### src/rtl/core/hbsl_pkg.sv
// shared constants, command codes and controller/datapath handshake types
package hbsl_pkg;

  localparam int SYMBOLS_DEF     = 256;
  localparam int COUNT_WIDTH_DEF = 16;

  // fixed field widths of the channels
  localparam int CMD_W  = 2;
  localparam int BYTE_W = 8;
  localparam int FREQ_W = 16;
  localparam int SIZE_W = 9;

  localparam logic [FREQ_W-1:0] FREQ_MAX = '1;

  typedef enum logic [CMD_W-1:0] {
    CMD_CLEAR = 2'd0,
    CMD_COUNT = 2'd1,
    CMD_BUILD = 2'd2,
    CMD_READ  = 2'd3
  } cmd_t;

  // controller to datapath
  typedef struct packed {
    logic take;
    logic clear_counts;
    logic count_read;
    logic count_write;
    logic build_init;
    logic sym_read;
    logic load_cs;
    logic scan_issue;
    logic place;
    logic end_build;
    logic rank_read;
    logic cntsym_read;
    logic load_out;
  } ctrl_cmd_t;

  // datapath to controller
  typedef struct packed {
    logic item_valid;
    cmd_t command;
    logic cs_zero;
    logic scan_last;
    logic sym_last;
    logic out_free;
  } dp_stat_t;

endpackage

### src/rtl/core/hbsl_ctrl.sv
// command sequencer for the histogram and rank-sort datapath
module hbsl_ctrl import hbsl_pkg::*; (
  input  logic      clk,
  input  logic      rst,
  input  dp_stat_t  stat,
  output ctrl_cmd_t cmd
);

  typedef enum logic [13:0] {
    ST_IDLE      = 14'd1,
    ST_DECODE    = 14'd2,
    ST_CLR       = 14'd4,
    ST_CNT_RD    = 14'd8,
    ST_CNT_WR    = 14'd16,
    ST_BLD_RDS   = 14'd32,
    ST_BLD_LOAD  = 14'd64,
    ST_BLD_SCAN  = 14'd128,
    ST_BLD_DRAIN = 14'd256,
    ST_BLD_PLACE = 14'd512,
    ST_BLD_END   = 14'd1024,
    ST_RD_SYM    = 14'd2048,
    ST_RD_CNT    = 14'd4096,
    ST_FINISH    = 14'd8192
  } state_t;

  state_t state, state_next;

  // state register
  always_ff @(posedge clk) begin
    if (rst) begin
      state <= ST_IDLE;
    end else begin
      state <= state_next;
    end
  end

  // next state and datapath commands
  always_comb begin
    state_next = state;
    cmd        = '0;
    unique case (state)
      ST_IDLE: begin
        cmd.take = 1'b1;
        if (stat.item_valid) state_next = ST_DECODE;
      end
      ST_DECODE: begin
        unique case (stat.command)
          CMD_CLEAR: state_next = ST_CLR;
          CMD_COUNT: state_next = ST_CNT_RD;
          CMD_BUILD: begin
            cmd.build_init = 1'b1;
            state_next     = ST_BLD_RDS;
          end
          CMD_READ:  state_next = ST_RD_SYM;
          default:   state_next = ST_IDLE;
        endcase
      end
      ST_CLR: begin
        cmd.clear_counts = 1'b1;
        state_next       = ST_FINISH;
      end
      ST_CNT_RD: begin
        cmd.count_read = 1'b1;
        state_next     = ST_CNT_WR;
      end
      ST_CNT_WR: begin
        cmd.count_write = 1'b1;
        state_next      = ST_FINISH;
      end
      ST_BLD_RDS: begin
        cmd.sym_read = 1'b1;
        state_next   = ST_BLD_LOAD;
      end
      ST_BLD_LOAD: begin
        cmd.load_cs = 1'b1;
        state_next  = stat.cs_zero ? ST_BLD_PLACE : ST_BLD_SCAN;
      end
      ST_BLD_SCAN: begin
        cmd.scan_issue = 1'b1;
        if (stat.scan_last) state_next = ST_BLD_DRAIN;
      end
      ST_BLD_DRAIN: begin
        state_next = ST_BLD_PLACE;
      end
      ST_BLD_PLACE: begin
        cmd.place  = 1'b1;
        state_next = stat.sym_last ? ST_BLD_END : ST_BLD_RDS;
      end
      ST_BLD_END: begin
        cmd.end_build = 1'b1;
        state_next    = ST_FINISH;
      end
      ST_RD_SYM: begin
        cmd.rank_read = 1'b1;
        state_next    = ST_RD_CNT;
      end
      ST_RD_CNT: begin
        cmd.cntsym_read = 1'b1;
        state_next      = ST_FINISH;
      end
      ST_FINISH: begin
        if (stat.out_free) begin
          cmd.load_out = 1'b1;
          state_next   = ST_IDLE;
        end
      end
      default: state_next = ST_IDLE;
    endcase
  end

  // a count write always follows the read of the same entry
  a_wr_after_rd: assert property (@(posedge clk) disable iff (rst)
    cmd.count_write |-> $past(cmd.count_read))
    else $error("count write without preceding read");

  // the result register is only loaded when it is free
  a_load_free: assert property (@(posedge clk) disable iff (rst)
    cmd.load_out |-> stat.out_free)
    else $error("result loaded over a pending beat");

  // after a result the sequencer takes new beats
  a_back_idle: assert property (@(posedge clk) disable iff (rst)
    cmd.load_out |=> cmd.take)
    else $error("not ready after result");

endmodule

### config.mk
export PLATFORM = sky130hd
export DESIGN_NAME = hbsl_ctrl
export DESIGN_NICKNAME = d
export VERILOG_FILES = /design/src/rtl/core/hbsl_pkg.sv /design/src/rtl/core/hbsl_ctrl.sv
export SDC_FILE = /design/constraint.sdc
export NUM_CORES = 1
export LEC_CHECK = 0
export ABC_AREA = 0
export BUFFER_PORTS_ARGS = -buffer_cell sky130_fd_sc_hd__buf_2
export CAP_MARGIN = 20
export CORE_ASPECT_RATIO = 0.7
export CORE_MARGIN = 8
export CORE_UTILIZATION = 40
export DETAILED_ROUTE_END_ITERATION = 8
export GPL_ROUTABILITY_DRIVEN = 1
export PLACE_DENSITY = 0.71
export SLEW_MARGIN = 15
export SYNTH_ARGS = -nofsm -noshare
export SYNTH_HDL_FRONTEND = slang
export SYNTH_SLANG_ARGS = --single-unit
### constraint.sdc
create_clock -name clk -period 1.75 [get_ports clk]
set_input_delay 0.175 -clock clk [delete_from_list [all_inputs] [get_ports clk]]
set_output_delay 0.175 -clock clk [all_outputs]
set_load 0.03 [all_outputs]
Word-level counts from Yosys, hierarchy flattened --
Cells that the tools add are included.
Word-level totals: output and inout bits 13, memories kept 0, RAM bits 0, logic and storage cells 46, latch bits 0, bits in read-only memories 0, input port bits 9, register bits 14
Cells by class: equality and inequality tests 20, bitwise gates (word level) 0, reductions and logical operators 3, multiplexer cells 22, divide/modulo/power cells 0, $lt $le $gt $ge 0, shift operators 0, add/subtract/negate cells 0, multipliers 0
Operators by type and width (number):
- one-hot mux 14 bit (11 select lines) | 1
- one-hot mux 14 bit (4 select lines) | 1
- two-way mux 14 bit | 3
- two-way mux 1 bit | 15
- equality test 14 x 1 -> 1 bit, second input constant | 1
- equality test 14 x 10 -> 1 bit, second input constant | 1
- equality test 14 x 11 -> 1 bit, second input constant | 1
- equality test 14 x 12 -> 1 bit, second input constant | 1
- equality test 14 x 13 -> 1 bit, second input constant | 1
- equality test 14 bit, second input constant | 1
- equality test 14 x 2 -> 1 bit, second input constant | 1
- equality test 14 x 3 -> 1 bit, second input constant | 1
- equality test 14 x 4 -> 1 bit, second input constant | 1
- equality test 14 x 5 -> 1 bit, second input constant | 1
- equality test 14 x 6 -> 1 bit, second input constant | 1
- equality test 14 x 7 -> 1 bit, second input constant | 1
- equality test 14 x 8 -> 1 bit, second input constant | 1
- equality test 14 x 9 -> 1 bit, second input constant | 1
- two-way mux 11 bit | 1
- two-way mux 10 bit | 1
- inequality test 2 bit, second input constant | 3
- equality test 2 bit, second input constant | 2
- OR reduction 4 bit | 1
- AND reduction 3 bit | 1
- other kinds (2) | 2

Longest topological paths before layout --
Gate-level depths: netlist (run 1).
word-level depth 3, mapped depth 7, mapped depth without buffers 5

Least setup slack after synthesis (run 1) --
No wires, ideal clock.
path kind register to output, start point register state[2], end point output cmd[1] (netlist bit), buffers on the path 1, arrival time 2041 ps, cell stages (with the launch flop) 5, setup slack -466 ps, path through dfxtp_1 -> clkbuf_1 -> nor4_2 -> nand2_1 -> nor4b_1
RTL lines:
- from (decl) | RTL line hbsl_ctrl.sv:26 | state_t state, state_next;
- from (signal assigned) | RTL line hbsl_ctrl.sv:33 | state <= state_next;
- to (decl) | RTL line hbsl_ctrl.sv:6 | output ctrl_cmd_t cmd

==> results of run 1 <==
-- where the power goes --
group,leakage [uW],internal (uW),switching (uW),total [uW]
Clock,0.0000210,127,129,256
Sequential,0.000118,330,19.7,349
Combinational,0.000710,302,270,571
Total,0.000849,758,418,1180
-- critical path, delay by kind of cell, from the launching register on --
family                 cells  cell delay [ns]
and+or+nand+nor            3             1.00
buffers and inverters      3             0.38
DFF                        1             0.38
-- worst max-delay path by stage --
stage               end  slack [ns]  depth (start not counted)
5_1_grt          cmd[8]       -0.53                          5
6_report         cmd[4]       -0.50                          6
2_1_floorplan  state[5]       -0.21                          5
4_1_cts          cmd[8]       -0.43                          6
3_3_place_gp     cmd[4]       -0.15                          6
3_5_place_dp   state[6]       -0.19                          6
-- layout make-up --
class / count / area, um2 / share of cell area
Sequential cell: 14 / 300 / 0.157
Clock buffer: 4 / 36.3 / 0.0190
Multi-Input combinational cell: 87 / 820 / 0.428
Inverter: 7 / 31.3 / 0.0164
Timing Repair Buffer: 81 / 686 / 0.358
Tap cell: 32 / 40.0 / 0.0209
-- stage by stage --
stage	area [um2]	setup TNS (ns)	std cells	util	setup WS (ns)
finish	1910	-6.49	225	0.874	-0.495
global route	1910	-7.80	225	0.874	-0.533
CTS	1730	-4.92	215	0.790	-0.434
floorplan	990	-0.801	113	-	-0.213
detailed placement	1320	-1.58	191	0.601	-0.191
global placement	1320	-1.00	191	0.601	-0.149
-- cells in the final DEF (no fill, tap or decap), drive strengths merged --
cell type and count:
or4 1, o32a 1, a221oi 1, clkbuf 4
nor4 6, o22ai 1, nand2b 3, or4b 1
inv 7, nand3 6, nand3b 1, nand4 5
a21o 1, a21oi 2, xnor2 1, o21ba 1
nor2 16, xor2 4, dfxtp 14, buf 81
or3b 3, and3 3, nor4b 4, a31o 1
o32ai 1, nand2 6, a41oi 1, mux2i 1
nor3b 4, o21ai 4, nor3 8
-- per-layer routing --
metal,share of wire,vias up
li1,-,574
met1,0.38,663
met2,0.44,129
met3,0.098,47
met4,0.082,0
met5,0,-
-- repair_timing --
action	CTS	global route
setup buffers	22	12
pin swaps	20	14
gates resized for setup	66	28
endpoints found under the setup margin	24	26
-- cells by family after synthesis --
logic type	after synthesis	share of synthesized area
muxes	1	0.0107
AOI/OAI and AO/OA	14	0.107
and+or+nand+nor	67	0.472
buffers and inverters	12	0.0653
xor gates and xnor gates	5	0.0467
DFF	14	0.299
==> flow_metrics.py, run 1 <==
metrics = {
    "outcome": {
        "status": "finished, violations left",
        "failed_checks": "setup timing",
    },
    "yosys": {
        "netlist_instances": 113,
        "synth_warnings": 0,
        "syn-num-nets": 122,
        "synth_most_common_cell": "nor2_1",
        "synth-seq-cells": 14,
        "netlist_top_cells_area": "dfxtp_1, nor2_1, nor4_4, nor3_1, nor4b_1",
        "synth.lib_cells_used.distinct": 38,
        "synth.top_cell.area_share": 0.299,
        "synth_seq_area_share": 0.299,
        "synth.top_cells.by_count": "nor2_1, dfxtp_1, nor3_1",
        "post_synth_instance_area_um2": 938,
        "dominantRegCellSynth": "dfxtp_1",
        "yosysTopAreaCell": "dfxtp_1",
        "ffs_w_async_s_r_synth": 0,
        "synth_enable_flop_cells": 0,
        "synth_area_per_cell_um2": 8.30,
    },
    "timing": {
        "clock.fmax_mhz": 445,
        "worst_slack_ns": -0.495,
        "hold-worst-slack_ns": 0.0842,
        "fin_worst_skew_ns": 0.0202,
        "final_hold_viol_count": 0,
        "max_slew_margin": 0.717,
        "timing_max_transition_violations_final": 0,
        "setup_violations": 26,
        "min_period_ns": 2.25,
        "tightest_slew_ns": 0.418,
        "finalCritPeriodShare": 1.28,
        "rsz0062_at_grt": "true",
    },
    "min_path": {
        "hold_path.startpoint": "rst",
        "whs_path_depth": 2,
        "hp-class": "primary input to flip-flop",
        "min_to": "state[13]",
    },
    "worst_setup_path": {
        "crit_path_max_fo": 3,
        "slowest_delay_ns": 0.45,
        "critical_path.slowest_cell": "or3b_4",
        "capturing_element_type_of_the_critical_path": "primary output",
        "critical_path.reg2reg.startpoint": "state[5]",
        "setup_crit_path_kind": "flip-flop to primary output",
        "startpoint": "state[5]",
        "critical_path_arrival_ns": 2.07,
        "regToRegEndpoint": "state[1]",
        "crit_path_cell_trace": "nor4_4, buf_4, nand4_1, or3b_4, inv_4, buf_6",
        "worstPathRequired_ns": 1.57,
        "register_to_register_path_setup_slack_ns": -0.31,
        "worstRegToRegCells": 11,
        "cp-start-kind": "flip-flop",
    },
    "floorplan": {
        "design.portCount": 22,
        "dieArea_um2": 4180,
        "core_area_um2": 2190,
        "fp.dieH_um": 56.5,
        "placement_rows": 14,
        "die_w_um": 73.9,
        "starting_density_of_the_core": 0.429,
    },
    "global_routing": {
        "gr_util_met2": 0.331,
        "gr-usage-met3": 0.0496,
        "globalRouteTotalUtil": 0.201,
        "grt_start_max_net_pins": 9,
        "grt_antenna_before_repair": 0,
        "grt_pass1_vias": 1296,
        "global_route.usage.met1": 0.244,
        "busiest_layer_in_global_routing": "met2",
        "wire_length_of_the_first_global_routing_pass_um": 6540,
        "global_route.overflow_total": 0,
    },
    "placed_design": {
        "io_buffers": 21,
        "place.gp.congestion": 0.877,
        "detailedPlacementHpwl_um": 2360,
    },
    "clock_network": {
        "clock-sinks": 14,
        "max-clock-path-buffers": 2,
        "clk_pin_slew_worst_paths_ns": 0.11,
        "cts_tree": "built",
        "ctsHtreeMaxLevel": 1,
        "cts-buffers-inserted": 3,
        "clock-root-buffer": "clkbuf_4",
        "clkLatencyLatePin_ns": 0.30,
        "cts_hold_buffers": 0,
    },
    "finish": {
        "count_of_fill_cells_added_during_filler_insertion": 92,
        "drive_above_1_share": 0.694,
        "synthToLayoutAreaGrowth_pct": 104,
        "diodes": 0,
        "reg_top3": "state x14",
        "regMostFlops": "state",
        "max_ffs_per_register": 14,
        "num-nets-final": 203,
    },
    "route": {
        "detailedRoute.firstPassIterationCount": 5,
        "drt_drc_violations_left": 0,
        "wire_length_per_cell_um": 22.2,
        "drt-initial-drc-count": 225,
        "route.detailed.vias_per_inst": 6.28,
        "antenna_violating_nets_post_route": 0,
        "num_vias": 1413,
        "routed_wirelength_um": 4990,
    },
    "power_and_ir_drop": {
        "worst_ir_drop_vdd_mv": 0.496,
        "leakage_uw": 0.000849,
        "power.total_uw": 1180,
        "cellPowerDensity_nw_per_um2": 615,
    },
    "run": {
        "cap_viol_max_count": 0,
    },
}
Note: power is estimated with default switching activity, not from simulation.
==> run 2, diff against run 1 <==
--- a/config.mk
+++ b/config.mk
@@ -10,10 +10,11 @@
 export CAP_MARGIN = 20
 export CORE_ASPECT_RATIO = 0.7
 export CORE_MARGIN = 8
-export CORE_UTILIZATION = 40
+export CORE_UTILIZATION = 29
 export DETAILED_ROUTE_END_ITERATION = 8
 export GPL_ROUTABILITY_DRIVEN = 1
-export PLACE_DENSITY = 0.71
+export PLACE_DENSITY = 0.56
+export RECOVER_POWER = 25
 export SLEW_MARGIN = 15
 export SYNTH_ARGS = -nofsm -noshare
 export SYNTH_HDL_FRONTEND = slang
==> run 2 against run 1 <==
Compared with the run above:
- the run still ends with setup timing left
- global-route usage decreased by 8.1 points
- sequential power about the same
- die area grew 28%
- register-to-register slack better by 0.03 ns
- wire length down 30%
- final area fell by 7.0%
- clock skew down 0.018 ns
- count of clock-buffer cells in the layout unchanged
- via count decreased by 20%
- worst hold slack gained 0.048 ns
- final cell count down 4.0%
- highest routed layer unchanged
==> flow_metrics.py, run 2 (synthesis results as in run 1) <==
metrics = {
    "timing": {
        "final_hold_viol_count": 0,
        "setup_violations": 21,
        "clock.fmax_mhz": 475,
        "finalCritPeriodShare": 1.20,
        "hold-worst-slack_ns": 0.132,
        "timing_max_transition_violations_final": 0,
        "fin_worst_skew_ns": 0.00222,
        "max_slew_margin": 0.735,
        "min_period_ns": 2.11,
        "rsz0062_at_grt": "true",
        "worst_slack_ns": -0.357,
        "tightest_slew_ns": 0.396,
    },
    "floorplan": {
        "die_w_um": 84.0,
        "core_area_um2": 3130,
        "fp.dieH_um": 63.6,
        "starting_density_of_the_core": 0.300,
        "dieArea_um2": 5340,
        "placement_rows": 17,
        "design.portCount": 22,
    },
    "worst_setup_path": {
        "worstPathRequired_ns": 1.57,
        "critical_path.reg2reg.startpoint": "state[5]",
        "worstRegToRegCells": 6,
        "setup_crit_path_kind": "flip-flop to primary output",
        "critical_path_arrival_ns": 1.93,
        "capturing_element_type_of_the_critical_path": "primary output",
        "cp-start-kind": "flip-flop",
        "register_to_register_path_setup_slack_ns": -0.28,
        "regToRegEndpoint": "state[13]",
        "crit_path_max_fo": 2,
    },
    "outcome": {
        "failed_checks": "setup timing",
        "status": "finished, violations left",
    },
    "power_and_ir_drop": {
        "cellPowerDensity_nw_per_um2": 627,
        "leakage_uw": 0.000781,
        "worst_ir_drop_vdd_mv": 0.318,
    },
    "min_path": {
        "hp-class": "primary input to flip-flop",
        "whs_path_depth": 2,
        "min_to": "state[13]",
        "hold_path.startpoint": "rst",
    },
    "finish": {
        "leading_cell_type_in_the_layout_fill_and_taps_excluded": "buf_4",
        "commonest_cells_after_routing_fill_and_taps_aside": "buf_4, buf_6, nor2_1, dfxtp_1, buf_2",
        "num-nets-final": 188,
        "instances_no_fill": 216,
        "max_ffs_per_register": 14,
        "regMostFlops": "state",
        "diodes": 0,
        "reg_top3": "state x14",
        "finalCoreUtilization": 0.569,
        "synthToLayoutAreaGrowth_pct": 89.6,
        "drive_above_1_share": 0.640,
    },
    "global_routing": {
        "global_route.overflow_total": 0,
        "grt_pass1_vias": 1154,
        "globalRouteTotalUtil": 0.121,
        "grt_antenna_before_repair": 0,
        "grt_start_max_net_pins": 9,
        "wire_length_of_the_first_global_routing_pass_um": 5330,
    },
    "clock_network": {
        "clock-root-buffer": "clkbuf_8",
        "clk_pin_slew_worst_paths_ns": 0.06,
        "clkLatencyLatePin_ns": 0.25,
        "cts-buffers-inserted": 3,
        "ctsHtreeMaxLevel": 1,
        "cts_tree": "built",
        "max-clock-path-buffers": 2,
        "clock-sinks": 14,
    },
    "route": {
        "drt_drc_violations_left": 0,
        "routed_wirelength_um": 3490,
        "antenna_violating_nets_post_route": 0,
        "num_vias": 1129,
        "route.detailed.vias_per_inst": 5.23,
        "detailedRoute.firstPassIterationCount": 4,
        "wire_length_per_cell_um": 16.2,
        "drt-initial-drc-count": 82,
    },
    "placed_design": {
        "io_buffers": 21,
        "placed_cells": 195,
        "detailedPlacementHpwl_um": 2320,
        "place.gp.congestion": 0.864,
    },
    "run": {
        "cap_viol_max_count": 0,
    },
}
==> run 2: changes by cell type in the layout (fill, tap and decap cells not counted), sizes merged <==
cell  before  now
buf       81   66
==> run 2: layout make-up <==
class / instances / area, um2
Multi-Input combinational cell: 87 / 802
Fill cell: 264 / 1350
Tap cell: 38 / 47.5
Inverter: 7 / 28.8
Timing Repair Buffer: 66 / 554
Clock buffer: 4 / 55.1
Sequential cell: 14 / 292
==> run 2: metal layers <==
layer,share of wire,GRT usage,vias up
met3,0.061,0.0449,8
li1,-,-,548
met2,0.47,0.191,32
met1,0.44,0.148,541
met4,0.023,0.0365,0
met5,0,0,-
==> run 2: critical path, stage by stage, from the launching register on <==
cell	delay, ns
dfxtp_2	0.34
nor4_4	0.28
buf_6	0.15
nand3_4	0.07
or4_4	0.45
nor3b_4	0.23
buf_6	0.16
==> run 2: metrics by stage <==
step,total power [uW],TNS (ns),area (um2),setup WS (ns)
6_report,1110,-3.69,1780,-0.357
3_5_place_dp,625,-1.43,1310,-0.163
2_1_floorplan,521,-0.801,990,-0.213
4_1_cts,1020,-3.22,1580,-0.351
5_1_grt,1170,-5.04,1780,-0.431
3_3_place_gp,621,-0.999,1310,-0.151
==> run 2: where the power goes <==
group / internal (uW) / switching, uW / total (uW) / leakage, uW
Combinational: 231 / 212 / 443 / 0.000636
Clock: 200 / 123 / 323 / 0.0000288
Sequential: 330 / 19.9 / 349 / 0.000116
Total: 760 / 355 / 1110 / 0.000781
==> run 2: worst max path at each step <==
stage                    from        to  slack [ns]  cells after the start
global route         state[5]    cmd[8]       -0.43                      5
floorplan           state[13]  state[5]       -0.21                      5
finish              state[13]    cmd[8]       -0.36                      6
detailed placement  state[13]    cmd[8]       -0.16                      6
CTS                 state[13]    cmd[8]       -0.35                      6
global placement    state[13]    cmd[8]       -0.15                      6
==> run 2: repair_timing <==
item	CTS	global route
buffers inserted	9	9
pin swaps	5	9
gates resized for setup	43	36
hold buffers	0	0
endpoints found under the setup margin	22	25
